## src/design/seg_pkg.sv

```systemverilog
// Shared types, constants and widths for the speech energy gate.
`timescale 1ns / 1ps
`default_nettype none

package seg_pkg;

    // Sample and accumulator widths
    localparam int SAMPLE_BITS      = 16;
    localparam int MAG_W            = 16;
    localparam int SQ_W             = 2 * SAMPLE_BITS - 1;
    localparam int ENERGY_W         = 50;
    localparam int COUNT_W          = 21;
    localparam int MIN_PEAK_W       = 16;
    localparam int MIN_RMS_W        = 31;

    // Split of the clip length for the two partial products
    localparam int COUNT_LO_W       = 10;
    localparam int COUNT_HI_W       = COUNT_W - COUNT_LO_W;
    localparam int PROD_LO_W        = MIN_RMS_W + COUNT_LO_W;
    localparam int PROD_HI_W        = MIN_RMS_W + COUNT_HI_W;
    localparam int PROD_W           = MIN_RMS_W + COUNT_W;

    // Clip length limit
    localparam int MAX_CLIP_SAMPLES = 1048576;
    localparam int COUNT_FIELD_MAX  = (2 ** COUNT_W) - 1;
    localparam logic [COUNT_W-1:0] COUNT_CAP =
        COUNT_W'((MAX_CLIP_SAMPLES < COUNT_FIELD_MAX) ? MAX_CLIP_SAMPLES : COUNT_FIELD_MAX);
    localparam logic [ENERGY_W-1:0] ENERGY_MAX = {ENERGY_W{1'b1}};

    // Configuration port
    localparam int CFG_IDX_W        = 2;
    localparam int CFG_DATA_W       = 31;
    localparam logic [CFG_IDX_W-1:0] CFG_MIN_SAMPLES     = 2'd0;
    localparam logic [CFG_IDX_W-1:0] CFG_MIN_PEAK        = 2'd1;
    localparam logic [CFG_IDX_W-1:0] CFG_MIN_RMS_SQUARED = 2'd2;
    localparam logic [COUNT_W-1:0]   MIN_SAMPLES_RESET   = 21'd4800;

    // Queue between front and back
    localparam int QUEUE_DEPTH      = 4;
    localparam int QPTR_W           = $clog2(QUEUE_DEPTH);
    localparam int QCNT_W           = $clog2(QUEUE_DEPTH + 1);

    typedef enum logic [1:0] {
        VERDICT_ACCEPTED  = 2'd0,
        VERDICT_TOO_SHORT = 2'd1,
        VERDICT_PEAK_LOW  = 2'd2,
        VERDICT_RMS_LOW   = 2'd3
    } verdict_t;

    // Per-clip totals handed from front to back
    typedef struct packed {
        logic [MAG_W-1:0]    peak;
        logic [ENERGY_W-1:0] energy;
        logic [COUNT_W-1:0]  count;
    } clip_totals_t;

    // Configuration registers
    typedef struct packed {
        logic [COUNT_W-1:0]    min_samples;
        logic [MIN_PEAK_W-1:0] min_peak;
        logic [MIN_RMS_W-1:0]  min_rms_squared;
    } cfg_t;

endpackage

`default_nettype wire

```

## src/design/seg_in_if.sv

```systemverilog
// Audio sample channel: valid/ready with sample and last-of-clip mark.
`timescale 1ns / 1ps
`default_nettype none

interface seg_in_if import seg_pkg::*; ();
    logic                          valid;
    logic                          ready;
    logic signed [SAMPLE_BITS-1:0] sample;
    logic                          last;

    modport source (output valid, output sample, output last, input ready);
    modport sink   (input valid, input sample, input last, output ready);
endinterface

`default_nettype wire

```

## src/design/seg_out_if.sv

```systemverilog
// Verdict channel: valid/ready with the per-clip verdict and totals.
`timescale 1ns / 1ps
`default_nettype none

interface seg_out_if import seg_pkg::*; ();
    logic                valid;
    logic                ready;
    logic                acceptable;
    logic [1:0]          verdict_code;
    logic [MAG_W-1:0]    peak_level;
    logic [ENERGY_W-1:0] energy_sum;
    logic [COUNT_W-1:0]  clip_length;

    modport source (output valid, output acceptable, output verdict_code,
                    output peak_level, output energy_sum, output clip_length,
                    input ready);
    modport sink   (input valid, input acceptable, input verdict_code,
                    input peak_level, input energy_sum, input clip_length,
                    output ready);
endinterface

`default_nettype wire

```

## src/design/seg_front.sv

```systemverilog
// Front end: sample magnitude, square and per-clip accumulation.
`timescale 1ns / 1ps
`default_nettype none

module seg_front import seg_pkg::*; (
    input  wire logic              clk,
    input  wire logic              rst_n,
    seg_in_if.sink                 audio,
    input  wire logic [QCNT_W-1:0] q_count,
    output      logic              push,
    output      clip_totals_t      push_data
);

    localparam int PEND_W = QCNT_W + 1;

    logic [SAMPLE_BITS-1:0] raw;
    logic [MAG_W-1:0]       mag;
    logic [2*MAG_W-1:0]     sq_full;
    logic [PEND_W-1:0]      pending;
    logic                   take;

    logic                   s1_v_reg;
    logic [MAG_W-1:0]       s1_mag_reg;
    logic                   s1_last_reg;
    logic                   s2_v_reg;
    logic [MAG_W-1:0]       s2_mag_reg;
    logic [SQ_W-1:0]        s2_sq_reg;
    logic                   s2_last_reg;

    logic [MAG_W-1:0]       peak_reg, peak_next;
    logic [ENERGY_W-1:0]    energy_reg, energy_next;
    logic [COUNT_W-1:0]     count_reg, count_next;
    logic [ENERGY_W:0]      sum_wide;

    // Hold off new samples when every queue slot may be claimed by clips in flight
    always_comb
    begin
        pending = PEND_W'(q_count) + PEND_W'(s1_v_reg & s1_last_reg)
                + PEND_W'(s2_v_reg & s2_last_reg);
    end
    assign audio.ready = (pending < PEND_W'(QUEUE_DEPTH));
    assign take        = audio.valid & audio.ready;

    // Magnitude; the most negative sample wraps to its own bit pattern
    assign raw     = audio.sample;
    assign mag     = raw[SAMPLE_BITS-1] ? MAG_W'(~raw + 1'b1) : MAG_W'(raw);
    assign sq_full = s1_mag_reg * s1_mag_reg;

    // Valid flags of stage 1 (magnitude) and stage 2 (square)
    always_ff @(posedge clk or negedge rst_n)
    begin
        if (!rst_n)
        begin
            s1_v_reg <= 1'b0;
            s2_v_reg <= 1'b0;
        end
        else
        begin
            s1_v_reg <= take;
            s2_v_reg <= s1_v_reg;
        end
    end

    // Payload of both stages
    always_ff @(posedge clk)
    begin
        s1_mag_reg  <= mag;
        s1_last_reg <= audio.last;
        s2_mag_reg  <= s1_mag_reg;
        s2_sq_reg   <= sq_full[SQ_W-1:0];
        s2_last_reg <= s1_last_reg;
    end

    // Running peak, saturating energy and saturating count
    always_comb
    begin
        sum_wide    = {1'b0, energy_reg} + (ENERGY_W + 1)'(s2_sq_reg);
        energy_next = sum_wide[ENERGY_W] ? ENERGY_MAX : sum_wide[ENERGY_W-1:0];
        peak_next   = (s2_mag_reg > peak_reg) ? s2_mag_reg : peak_reg;
        count_next  = (count_reg < COUNT_CAP) ? count_reg + 1'b1 : count_reg;
    end

    // Hand the finished clip to the queue
    assign push             = s2_v_reg & s2_last_reg;
    assign push_data.peak   = peak_next;
    assign push_data.energy = energy_next;
    assign push_data.count  = count_next;

    // Advance the totals; clear them once the clip is out
    always_ff @(posedge clk or negedge rst_n)
    begin
        if (!rst_n)
        begin
            peak_reg   <= '0;
            energy_reg <= '0;
            count_reg  <= '0;
        end
        else if (s2_v_reg)
        begin
            if (s2_last_reg)
            begin
                peak_reg   <= '0;
                energy_reg <= '0;
                count_reg  <= '0;
            end
            else
            begin
                peak_reg   <= peak_next;
                energy_reg <= energy_next;
                count_reg  <= count_next;
            end
        end
    end

endmodule

`default_nettype wire

```

## src/design/seg_queue.sv

```systemverilog
// Short queue of clip totals between front and back.
`timescale 1ns / 1ps
`default_nettype none

module seg_queue import seg_pkg::*; (
    input  wire logic              clk,
    input  wire logic              rst_n,
    input  wire logic              push,
    input  wire clip_totals_t      push_data,
    input  wire logic              pop,
    output      logic              head_valid,
    output      clip_totals_t      head_data,
    output      logic [QCNT_W-1:0] count
);

    clip_totals_t      slot_reg [QUEUE_DEPTH];
    logic [QPTR_W-1:0] wr_ptr_reg;
    logic [QPTR_W-1:0] rd_ptr_reg;
    logic [QCNT_W-1:0] count_reg;

    assign head_valid = (count_reg != '0);
    assign head_data  = slot_reg[rd_ptr_reg];
    assign count      = count_reg;

    // Write the incoming clip
    always_ff @(posedge clk)
    begin
        if (push)
        begin
            slot_reg[wr_ptr_reg] <= push_data;
        end
    end

    // Advance pointers and occupancy
    always_ff @(posedge clk or negedge rst_n)
    begin
        if (!rst_n)
        begin
            wr_ptr_reg <= '0;
            rd_ptr_reg <= '0;
            count_reg  <= '0;
        end
        else
        begin
            if (push)
            begin
                wr_ptr_reg <= wr_ptr_reg + 1'b1;
            end
            if (pop)
            begin
                rd_ptr_reg <= rd_ptr_reg + 1'b1;
            end
            if (push && !pop)
            begin
                count_reg <= count_reg + 1'b1;
            end
            else if (pop && !push)
            begin
                count_reg <= count_reg - 1'b1;
            end
        end
    end

endmodule

`default_nettype wire

```

## src/design/seg_back.sv

```systemverilog
// Back end: threshold checks on clip totals and the verdict output register.
`timescale 1ns / 1ps
`default_nettype none

module seg_back import seg_pkg::*; (
    input  wire logic         clk,
    input  wire logic         rst_n,
    input  wire cfg_t         cfg,
    input  wire logic         head_valid,
    input  wire clip_totals_t head_data,
    output      logic         pop,
    seg_out_if.source         verdict
);

    logic                   advance;
    logic                   load_b1;
    logic [PROD_W-1:0]      rms_bound;
    logic                   rms_low;
    verdict_t               code;

    logic                   b1_v_reg;
    clip_totals_t           b1_tot_reg;
    logic                   b1_short_reg;
    logic                   b1_peak_low_reg;
    logic [PROD_LO_W-1:0]   b1_prod_lo_reg;
    logic [PROD_HI_W-1:0]   b1_prod_hi_reg;

    logic                   out_v_reg;
    verdict_t               out_code_reg;
    clip_totals_t           out_tot_reg;

    // Move the back pipeline when the output slot is free or being taken
    assign advance = !out_v_reg || verdict.ready;
    assign load_b1 = advance || !b1_v_reg;
    assign pop     = load_b1 && head_valid;

    // Stage B1: length and peak checks, partial products of the rms bound
    always_ff @(posedge clk or negedge rst_n)
    begin
        if (!rst_n)
        begin
            b1_v_reg <= 1'b0;
        end
        else if (load_b1)
        begin
            b1_v_reg <= head_valid;
        end
    end

    always_ff @(posedge clk)
    begin
        if (load_b1)
        begin
            b1_tot_reg      <= head_data;
            b1_short_reg    <= (head_data.count < cfg.min_samples);
            b1_peak_low_reg <= (head_data.peak < cfg.min_peak);
            b1_prod_lo_reg  <= cfg.min_rms_squared * head_data.count[COUNT_LO_W-1:0];
            b1_prod_hi_reg  <= cfg.min_rms_squared * head_data.count[COUNT_W-1:COUNT_LO_W];
        end
    end

    // Combine partial products and pick the first failing check
    always_comb
    begin
        rms_bound = {b1_prod_hi_reg, {COUNT_LO_W{1'b0}}} + PROD_W'(b1_prod_lo_reg);
        rms_low   = (PROD_W'(b1_tot_reg.energy) < rms_bound);
        if (b1_short_reg)
        begin
            code = VERDICT_TOO_SHORT;
        end
        else if (b1_peak_low_reg)
        begin
            code = VERDICT_PEAK_LOW;
        end
        else if (rms_low)
        begin
            code = VERDICT_RMS_LOW;
        end
        else
        begin
            code = VERDICT_ACCEPTED;
        end
    end

    // Output register
    always_ff @(posedge clk or negedge rst_n)
    begin
        if (!rst_n)
        begin
            out_v_reg <= 1'b0;
        end
        else if (advance)
        begin
            out_v_reg <= b1_v_reg;
        end
    end

    always_ff @(posedge clk)
    begin
        if (advance)
        begin
            out_code_reg <= code;
            out_tot_reg  <= b1_tot_reg;
        end
    end

    assign verdict.valid        = out_v_reg;
    assign verdict.acceptable   = (out_code_reg == VERDICT_ACCEPTED);
    assign verdict.verdict_code = out_code_reg;
    assign verdict.peak_level   = out_tot_reg.peak;
    assign verdict.energy_sum   = out_tot_reg.energy;
    assign verdict.clip_length  = out_tot_reg.count;

endmodule

`default_nettype wire

```

## src/design/speech_energy_gate.sv

```systemverilog
// Speech energy gate top level: config registers, front, queue and back.
//
// Usage:
//   audio   : valid/ready channel of signed Q1.15 samples with a last mark
//             on the final sample of each clip.
//   verdict : valid/ready channel, one transaction per clip, carrying the
//             verdict code, an accept flag, peak, energy sum and clip length.
//   cfg_*   : write port for min_samples, min_peak and min_rms_squared;
//             write only while no clip is in flight.
// Throughput: one sample per cycle; consecutive one-sample clips also run
//   at one per cycle while the receiver keeps ready high.
// Path: after the edge that takes the last sample, the clip's totals pass
//   through the second front stage, the queue, the check stage and the
//   output register, which holds the verdict.
// Stall: a held verdict stops the back end; clips pile up in the four-entry
//   queue, and audio.ready drops once every slot is spoken for by clips in
//   the queue or the front stages.
// Reset: clears the clip totals, the queue and all valid flags; thresholds
//   return to min_samples 4800, min_peak 0, min_rms_squared 0.
`timescale 1ns / 1ps
`default_nettype none

module speech_energy_gate import seg_pkg::*; (
    input  wire logic                  clk,
    input  wire logic                  rst_n,
    seg_in_if.sink                     audio,
    seg_out_if.source                  verdict,
    input  wire logic                  cfg_we,
    input  wire logic [CFG_IDX_W-1:0]  cfg_index,
    input  wire logic [CFG_DATA_W-1:0] cfg_data
);

    cfg_t              cfg_reg;
    logic              q_push;
    clip_totals_t      q_push_data;
    logic              q_pop;
    logic              q_head_valid;
    clip_totals_t      q_head_data;
    logic [QCNT_W-1:0] q_count;

    // Threshold registers; writes to unused indexes drop
    always_ff @(posedge clk or negedge rst_n)
    begin
        if (!rst_n)
        begin
            cfg_reg.min_samples     <= MIN_SAMPLES_RESET;
            cfg_reg.min_peak        <= '0;
            cfg_reg.min_rms_squared <= '0;
        end
        else if (cfg_we)
        begin
            case (cfg_index)
                CFG_MIN_SAMPLES:     cfg_reg.min_samples     <= cfg_data[COUNT_W-1:0];
                CFG_MIN_PEAK:        cfg_reg.min_peak        <= cfg_data[MIN_PEAK_W-1:0];
                CFG_MIN_RMS_SQUARED: cfg_reg.min_rms_squared <= cfg_data[MIN_RMS_W-1:0];
                default:             ;
            endcase
        end
    end

    seg_front u_front (
        .clk       (clk),
        .rst_n     (rst_n),
        .audio     (audio),
        .q_count   (q_count),
        .push      (q_push),
        .push_data (q_push_data)
    );

    seg_queue u_queue (
        .clk        (clk),
        .rst_n      (rst_n),
        .push       (q_push),
        .push_data  (q_push_data),
        .pop        (q_pop),
        .head_valid (q_head_valid),
        .head_data  (q_head_data),
        .count      (q_count)
    );

    seg_back u_back (
        .clk        (clk),
        .rst_n      (rst_n),
        .cfg        (cfg_reg),
        .head_valid (q_head_valid),
        .head_data  (q_head_data),
        .pop        (q_pop),
        .verdict    (verdict)
    );

`ifndef SYNTHESIS
    // Credit check in the front must keep the queue from overflowing
    assert property (@(posedge clk) disable iff (!rst_n)
        (q_push && !q_pop) |-> (q_count < QCNT_W'(QUEUE_DEPTH)))
        else $error("clip queue overflow");

    // Nothing is popped from an empty queue
    assert property (@(posedge clk) disable iff (!rst_n)
        q_pop |-> q_head_valid)
        else $error("pop from empty clip queue");

    // Zero energy goes with zero peak in every valid verdict
    assert property (@(posedge clk) disable iff (!rst_n)
        verdict.valid |-> ((verdict.energy_sum == '0) == (verdict.peak_level == '0)))
        else $error("energy and peak disagree");

    // Every clip holds at least one sample
    assert property (@(posedge clk) disable iff (!rst_n)
        verdict.valid |-> (verdict.clip_length != '0))
        else $error("empty clip reported");
`endif

endmodule

`default_nettype wire
```

## src/flat_wrapper.sv

```systemverilog
// flat-port wrapper written by rule: the top's interface ports become plain ports
module speech_energy_gate_flat import seg_pkg::*;
  (clk, rst_n, cfg_we, cfg_index, cfg_data, audio_valid, audio_sample, audio_last, audio_ready, verdict_valid, verdict_acceptable, verdict_verdict_code, verdict_peak_level, verdict_energy_sum, verdict_clip_length, verdict_ready);
  seg_in_if audio_i ();
  seg_out_if verdict_i ();
  input  wire logic clk;
  input  wire logic rst_n;
  input  wire logic cfg_we;
  input  wire logic [CFG_IDX_W-1:0] cfg_index;
  input  wire logic [CFG_DATA_W-1:0] cfg_data;
  input wire logic [$bits(audio_i.valid)-1:0] audio_valid;
  input wire logic [$bits(audio_i.sample)-1:0] audio_sample;
  input wire logic [$bits(audio_i.last)-1:0] audio_last;
  output wire logic [$bits(audio_i.ready)-1:0] audio_ready;
  output wire logic [$bits(verdict_i.valid)-1:0] verdict_valid;
  output wire logic [$bits(verdict_i.acceptable)-1:0] verdict_acceptable;
  output wire logic [$bits(verdict_i.verdict_code)-1:0] verdict_verdict_code;
  output wire logic [$bits(verdict_i.peak_level)-1:0] verdict_peak_level;
  output wire logic [$bits(verdict_i.energy_sum)-1:0] verdict_energy_sum;
  output wire logic [$bits(verdict_i.clip_length)-1:0] verdict_clip_length;
  input wire logic [$bits(verdict_i.ready)-1:0] verdict_ready;
  assign audio_i.valid = audio_valid;
  assign audio_i.sample = audio_sample;
  assign audio_i.last = audio_last;
  assign audio_ready = audio_i.ready;
  assign verdict_valid = verdict_i.valid;
  assign verdict_acceptable = verdict_i.acceptable;
  assign verdict_verdict_code = verdict_i.verdict_code;
  assign verdict_peak_level = verdict_i.peak_level;
  assign verdict_energy_sum = verdict_i.energy_sum;
  assign verdict_clip_length = verdict_i.clip_length;
  assign verdict_i.ready = verdict_ready;
  speech_energy_gate u_core (.clk(clk), .rst_n(rst_n), .audio(audio_i), .verdict(verdict_i), .cfg_we(cfg_we), .cfg_index(cfg_index), .cfg_data(cfg_data));
endmodule
```

## config.mk

```make
export PLATFORM = sky130hd
export DESIGN_NAME = speech_energy_gate_flat
export DESIGN_NICKNAME = d
export VERILOG_FILES = /design/src/design/seg_pkg.sv /design/src/design/seg_in_if.sv /design/src/design/seg_out_if.sv /design/src/design/seg_front.sv /design/src/design/seg_queue.sv /design/src/design/seg_back.sv /design/src/design/speech_energy_gate.sv /design/src/flat_wrapper.sv
export SDC_FILE = /design/constraint.sdc
export NUM_CORES = 2
export LEC_CHECK = 0
export BUFFER_PORTS_ARGS = -buffer_cell sky130_fd_sc_hd__buf_2
export CORE_ASPECT_RATIO = 1.4
export CORE_MARGIN = 3
export CORE_UTILIZATION = 60
export DETAILED_ROUTE_END_ITERATION = 7
export PLACE_DENSITY_LB_ADDON = 0.05
export SETUP_SLACK_MARGIN = 0.1
export SYNTH_ARGS = -nofsm -noshare
export SYNTH_HDL_FRONTEND = slang
export SYNTH_HIERARCHICAL = 1
export SYNTH_SLANG_ARGS = --single-unit
```

## constraint.sdc

```tcl
create_clock -name clk -period 9.1 [get_ports clk]
set_input_delay 0 -clock clk [delete_from_list [all_inputs] [get_ports clk]]
set_output_delay 0 -clock clk [all_outputs]
set_load 0.01 [all_outputs]
```

==> results.sh <==
export IMPL_maxSlewViolCount=0
export IMPL_drt_wirelength_per_cell_um=23.4
export IMPL_area_share_of_the_largest_cell_type_after_synthesis=0.291
export IMPL_seq_area_sq_um=23700
export IMPL_timing_critical_path_from_type="flip-flop"
export IMPL_crit_path_end="u_core/u_back/b1_prod_lo_reg[37]$_DFFE_PN_"
export IMPL_post_route_period_util=0.841
export IMPL_run_status="finished, final reports clean"
export IMPL_synth_yosys_warnings=6
export IMPL_min_period_ns=7.66
export IMPL_criticalPathCategory="reg2reg"
export IMPL_placeable_area_sq_um=104000
export IMPL_post_synth_cell_area_avg_sq_um=11.5
export IMPL_final_nets=6727
export IMPL_net_count_synth=6617
export IMPL_grt_antenna_before_repair=4
export IMPL_async_flop_share=0.198
export IMPL_finClkSkew_ns=0.0363
export IMPL_gp_congestion=0.944
export IMPL_timing_worst_slew_pin_value_ns=1.25
export IMPL_max_reg_flops=348
export IMPL_gr_usage_all_layers=0.308
export IMPL_cts_tree="done"
export IMPL_wire_length_of_the_first_global_routing_pass_um=254000
export IMPL_synthFlopType="sky130_fd_sc_hd__edfxtp_1"
export IMPL_critical_path_required_ns=9.51
export IMPL_root_buffer="sky130_fd_sc_hd__clkbuf_16"
export IMPL_yosys_cell_types_count=109
export IMPL_initial_utilization=0.605
export IMPL_regToRegSetupSlack_ns=1.44
export IMPL_finalHoldViolations=0
export IMPL_max_clock_path_buffers=3
export IMPL_clock_sinks=838
export IMPL_synth_seq_cells=838
export IMPL_synth_edff_count=609
export IMPL_netlist_top_cells_area="sky130_fd_sc_hd__edfxtp_1, sky130_fd_sc_hd__fa_1, sky130_fd_sc_hd__ha_1, sky130_fd_sc_hd__dfrtp_1, sky130_fd_sc_hd__inv_1"
export IMPL_reg_clk_slew_reported_paths_ns=0.07
export IMPL_timing_critical_path_slowest_cell_delay_ns=0.96
export IMPL_max_slew_margin_rel=0.167
export IMPL_area_of_the_multi_input_gates_sq_um=35100
export IMPL_grt_start_max_net_pins=74
export IMPL_drt_wl_total_um=164000
export IMPL_worst_endpoint_arrival_ns=8.07
export IMPL_detailedRoute_firstIterationViolations=2482
export IMPL_first_pass_iters=6
export IMPL_hpwl_um=120000
export IMPL_dieHeight_um=389
export IMPL_setup_viol_count_final=0
export IMPL_detail_route_vias_per_cell=5.93
export IMPL_fraction_of_the_yosys_area_taken_by_sequential_cells=0.377
export IMPL_drt_antenna_violating_nets=0
export IMPL_fin_setup_tns_ns=0
export IMPL_layout_area_overhead_vs_synth_pct=8.39
export IMPL_io_pins=147
export IMPL_hold_path_class="in2reg"
export IMPL_crit_path_cell_trace="mux4_2, and2_1, fa_1, fa_1, fa_1, fa_1, inv_1, fa_1, inv_1, ha_1, o21ai_0, o21bai_1, a31oi_1, nand4_1, nand3_1, o31ai_1, a21oi_1, a211o_1, xnor2_1"
export IMPL_drc_violation_count_after_routing=0
export IMPL_cts_buf_count=82
export IMPL_htreeDepth=3
export IMPL_portBuffers=146
export IMPL_critical_path_most_common_cell="sky130_fd_sc_hd__fa_1"
export IMPL_grt_pass1_vias=44181
export IMPL_grt_overflow=0
export IMPL_die_area_sq_um=109000
export IMPL_fmax_ghz=0.131
export IMPL_worstSetupEndpointType="flip-flop"
export IMPL_cpMaxStageDelayCell="sky130_fd_sc_hd__mux4_2"
export IMPL_fin_util=0.656
export IMPL_rsz0062_at_grt="no"
export IMPL_drv_cap=0
export IMPL_vias=41567
export IMPL_critPathLaunch="u_core/u_queue/rd_ptr_reg[0]$_DFFE_PN0P_"
export IMPL_regToRegEndpoint="u_core/u_back/b1_prod_lo_reg[37]$_DFFE_PN_"
export IMPL_cp_max_fo=33
export IMPL_dieWidth_um=280
export IMPL_proportion_of_layout_cells_with_a_drive_suffix_above_1=0.0996
export IMPL_ff2ff_path_depth=19
export IMPL_critical_path_reg2reg_startpoint="u_core/u_queue/rd_ptr_reg[0]$_DFFE_PN0P_"
export IMPL_rows=140
export IMPL_nFillCells=8136
export IMPL_clk_insertion_delay_late_ns=0.69
export IMPL_synth_cell_area_sq_um=62900
export IMPL_yosysTopAreaCell="sky130_fd_sc_hd__edfxtp_1"
export IMPL_syn_instance_count=5482
-- cells by family (layout without fill, tap and decap cells) --
| kind of cell | after synthesis | count (layout) | synth area share |
|---|---|---|---|
| and+or+nand+nor | 1382 | 1382 | 0.109 |
| buffers and inverters | 1070 | 1248 | 0.0662 |
| muxes | 169 | 169 | 0.0456 |
| adders and majority gates | 1080 | 1080 | 0.293 |
| xor gates and xnor gates | 209 | 209 | 0.0291 |
| AOI/OAI and AO/OA | 734 | 734 | 0.0809 |
| other | 0 | 2 | 0 |
| DFF | 838 | 838 | 0.377 |
-- worst max-delay path: cells and delay by family (launching register included) --
family,cells,cell delay [ns]
fa+ha+maj,6,3.06
compound gates,6,1.62
mux,1,0.96
flops,1,0.85
simple gates,3,0.64
xor+xnor,1,0.12
buf+inv,2,0.10
-- Yosys cell counts (25+ instances only) --
| master | n |
|---|---|
| sky130_fd_sc_hd__a21o_1 | 100 |
| sky130_fd_sc_hd__a21oi_1 | 180 |
| sky130_fd_sc_hd__o21bai_1 | 29 |
| sky130_fd_sc_hd__o21a_1 | 35 |
| sky130_fd_sc_hd__nor2_1 | 139 |
| sky130_fd_sc_hd__xnor2_1 | 133 |
| sky130_fd_sc_hd__inv_1 | 837 |
| sky130_fd_sc_hd__ha_1 | 426 |
| sky130_fd_sc_hd__nand4_1 | 33 |
| sky130_fd_sc_hd__and2_1 | 366 |
| sky130_fd_sc_hd__mux2_2 | 71 |
| sky130_fd_sc_hd__mux4_2 | 87 |
| sky130_fd_sc_hd__xor2_1 | 76 |
| sky130_fd_sc_hd__dfxtp_1 | 63 |
| sky130_fd_sc_hd__nor3_1 | 40 |
| sky130_fd_sc_hd__edfxtp_1 | 609 |
| sky130_fd_sc_hd__nand2b_1 | 25 |
| sky130_fd_sc_hd__clkbuf_1 | 185 |
| sky130_fd_sc_hd__a22o_1 | 38 |
| sky130_fd_sc_hd__and3_1 | 34 |
| sky130_fd_sc_hd__o21ai_0 | 127 |
| sky130_fd_sc_hd__fa_1 | 654 |
| sky130_fd_sc_hd__nand2_1 | 583 |
| sky130_fd_sc_hd__dfrtp_1 | 162 |
| sky130_fd_sc_hd__nand3_1 | 66 |
-- area by class of cell --
type	count	share of cell area
flip-flops and latches	838	0.348
diodes	2	0.0000734
inverters	837	0.0460
clock inverters	44	0.00723
well taps	1349	0.0247
multi-input cells	3574	0.515
clock buffers	108	0.0335
repair buffers	259	0.0262
-- layout by cell type, fill, tap and decap left out, types with 71 or more instances in the layout --
| cell type | count |
|---|---|
| sky130_fd_sc_hd__inv_1 | 836 |
| sky130_fd_sc_hd__fa_1 | 654 |
| sky130_fd_sc_hd__edfxtp_1 | 609 |
| sky130_fd_sc_hd__nand2_1 | 583 |
| sky130_fd_sc_hd__ha_1 | 426 |
| sky130_fd_sc_hd__and2_1 | 362 |
| sky130_fd_sc_hd__a21oi_1 | 180 |
| sky130_fd_sc_hd__dfrtp_1 | 160 |
| sky130_fd_sc_hd__buf_2 | 145 |
| sky130_fd_sc_hd__nor2_1 | 138 |
| sky130_fd_sc_hd__xnor2_1 | 133 |
| sky130_fd_sc_hd__o21ai_0 | 127 |
| sky130_fd_sc_hd__a21o_1 | 100 |
| sky130_fd_sc_hd__mux4_2 | 87 |
| sky130_fd_sc_hd__clkbuf_16 | 84 |
| sky130_fd_sc_hd__xor2_1 | 76 |
| sky130_fd_sc_hd__dlygate4sd3_1 | 73 |
| sky130_fd_sc_hd__mux2_2 | 71 |
-- per-layer routing --
| metal | track usage | routed length (um) |
|---|---|---|
| met1 | 0.349 | 58800 |
| met2 | 0.549 | 85500 |
| met3 | 0.0358 | 7410 |
| met4 | 0.201 | 12400 |
| met5 | 0 | 0 |
-- through the flow --
step | instance area, sq um | hold WS, ns | std cells | setup WS [ns]
floorplan | 62900 | -0.296 | 5482 | 2.13
global placement | 64700 | 0.0948 | 6783 | 1.48
detailed placement | 64700 | 0.0986 | 6783 | 1.48
CTS | 68200 | 0.0283 | 7009 | 1.47
global route | 68200 | 0.0796 | 7009 | 1.16
finish | 68200 | 0.0850 | 7011 | 1.44
-- worst min-delay path by stage --
| stage | slack [ns] | from | endpoint | cells past startpoint |
|---|---|---|---|---|
| 6_report | 0.09 | cfg_data[23] | u_core/cfg_reg[23]$_DFFE_PN0P_ | 3 |
| 5_1_grt | 0.08 | cfg_data[23] | u_core/cfg_reg[23]$_DFFE_PN0P_ | 3 |
| 4_1_cts | 0.03 | cfg_data[25] | u_core/cfg_reg[25]$_DFFE_PN0P_ | 3 |
| 3_5_place_dp | 0.1 | rst_n | u_core/cfg_reg[30]$_DFFE_PN0P_ | 1 |
| 3_3_place_gp | 0.09 | rst_n | u_core/cfg_reg[29]$_DFFE_PN0P_ | 1 |
| 2_1_floorplan | -0.30 | rst_n | u_core/cfg_reg[0]$_DFFE_PN0P_ | 0 |
-- what timing repair did --
item	4_1_cts	5_1_grt
resized for setup	0	0
setup buffers	0	0
hold endpoints to repair	161	0
hold buffers	74	0
Power is not shown: default switching activity piles up to over one toggle a cycle in this logic, so the estimate is an artifact.
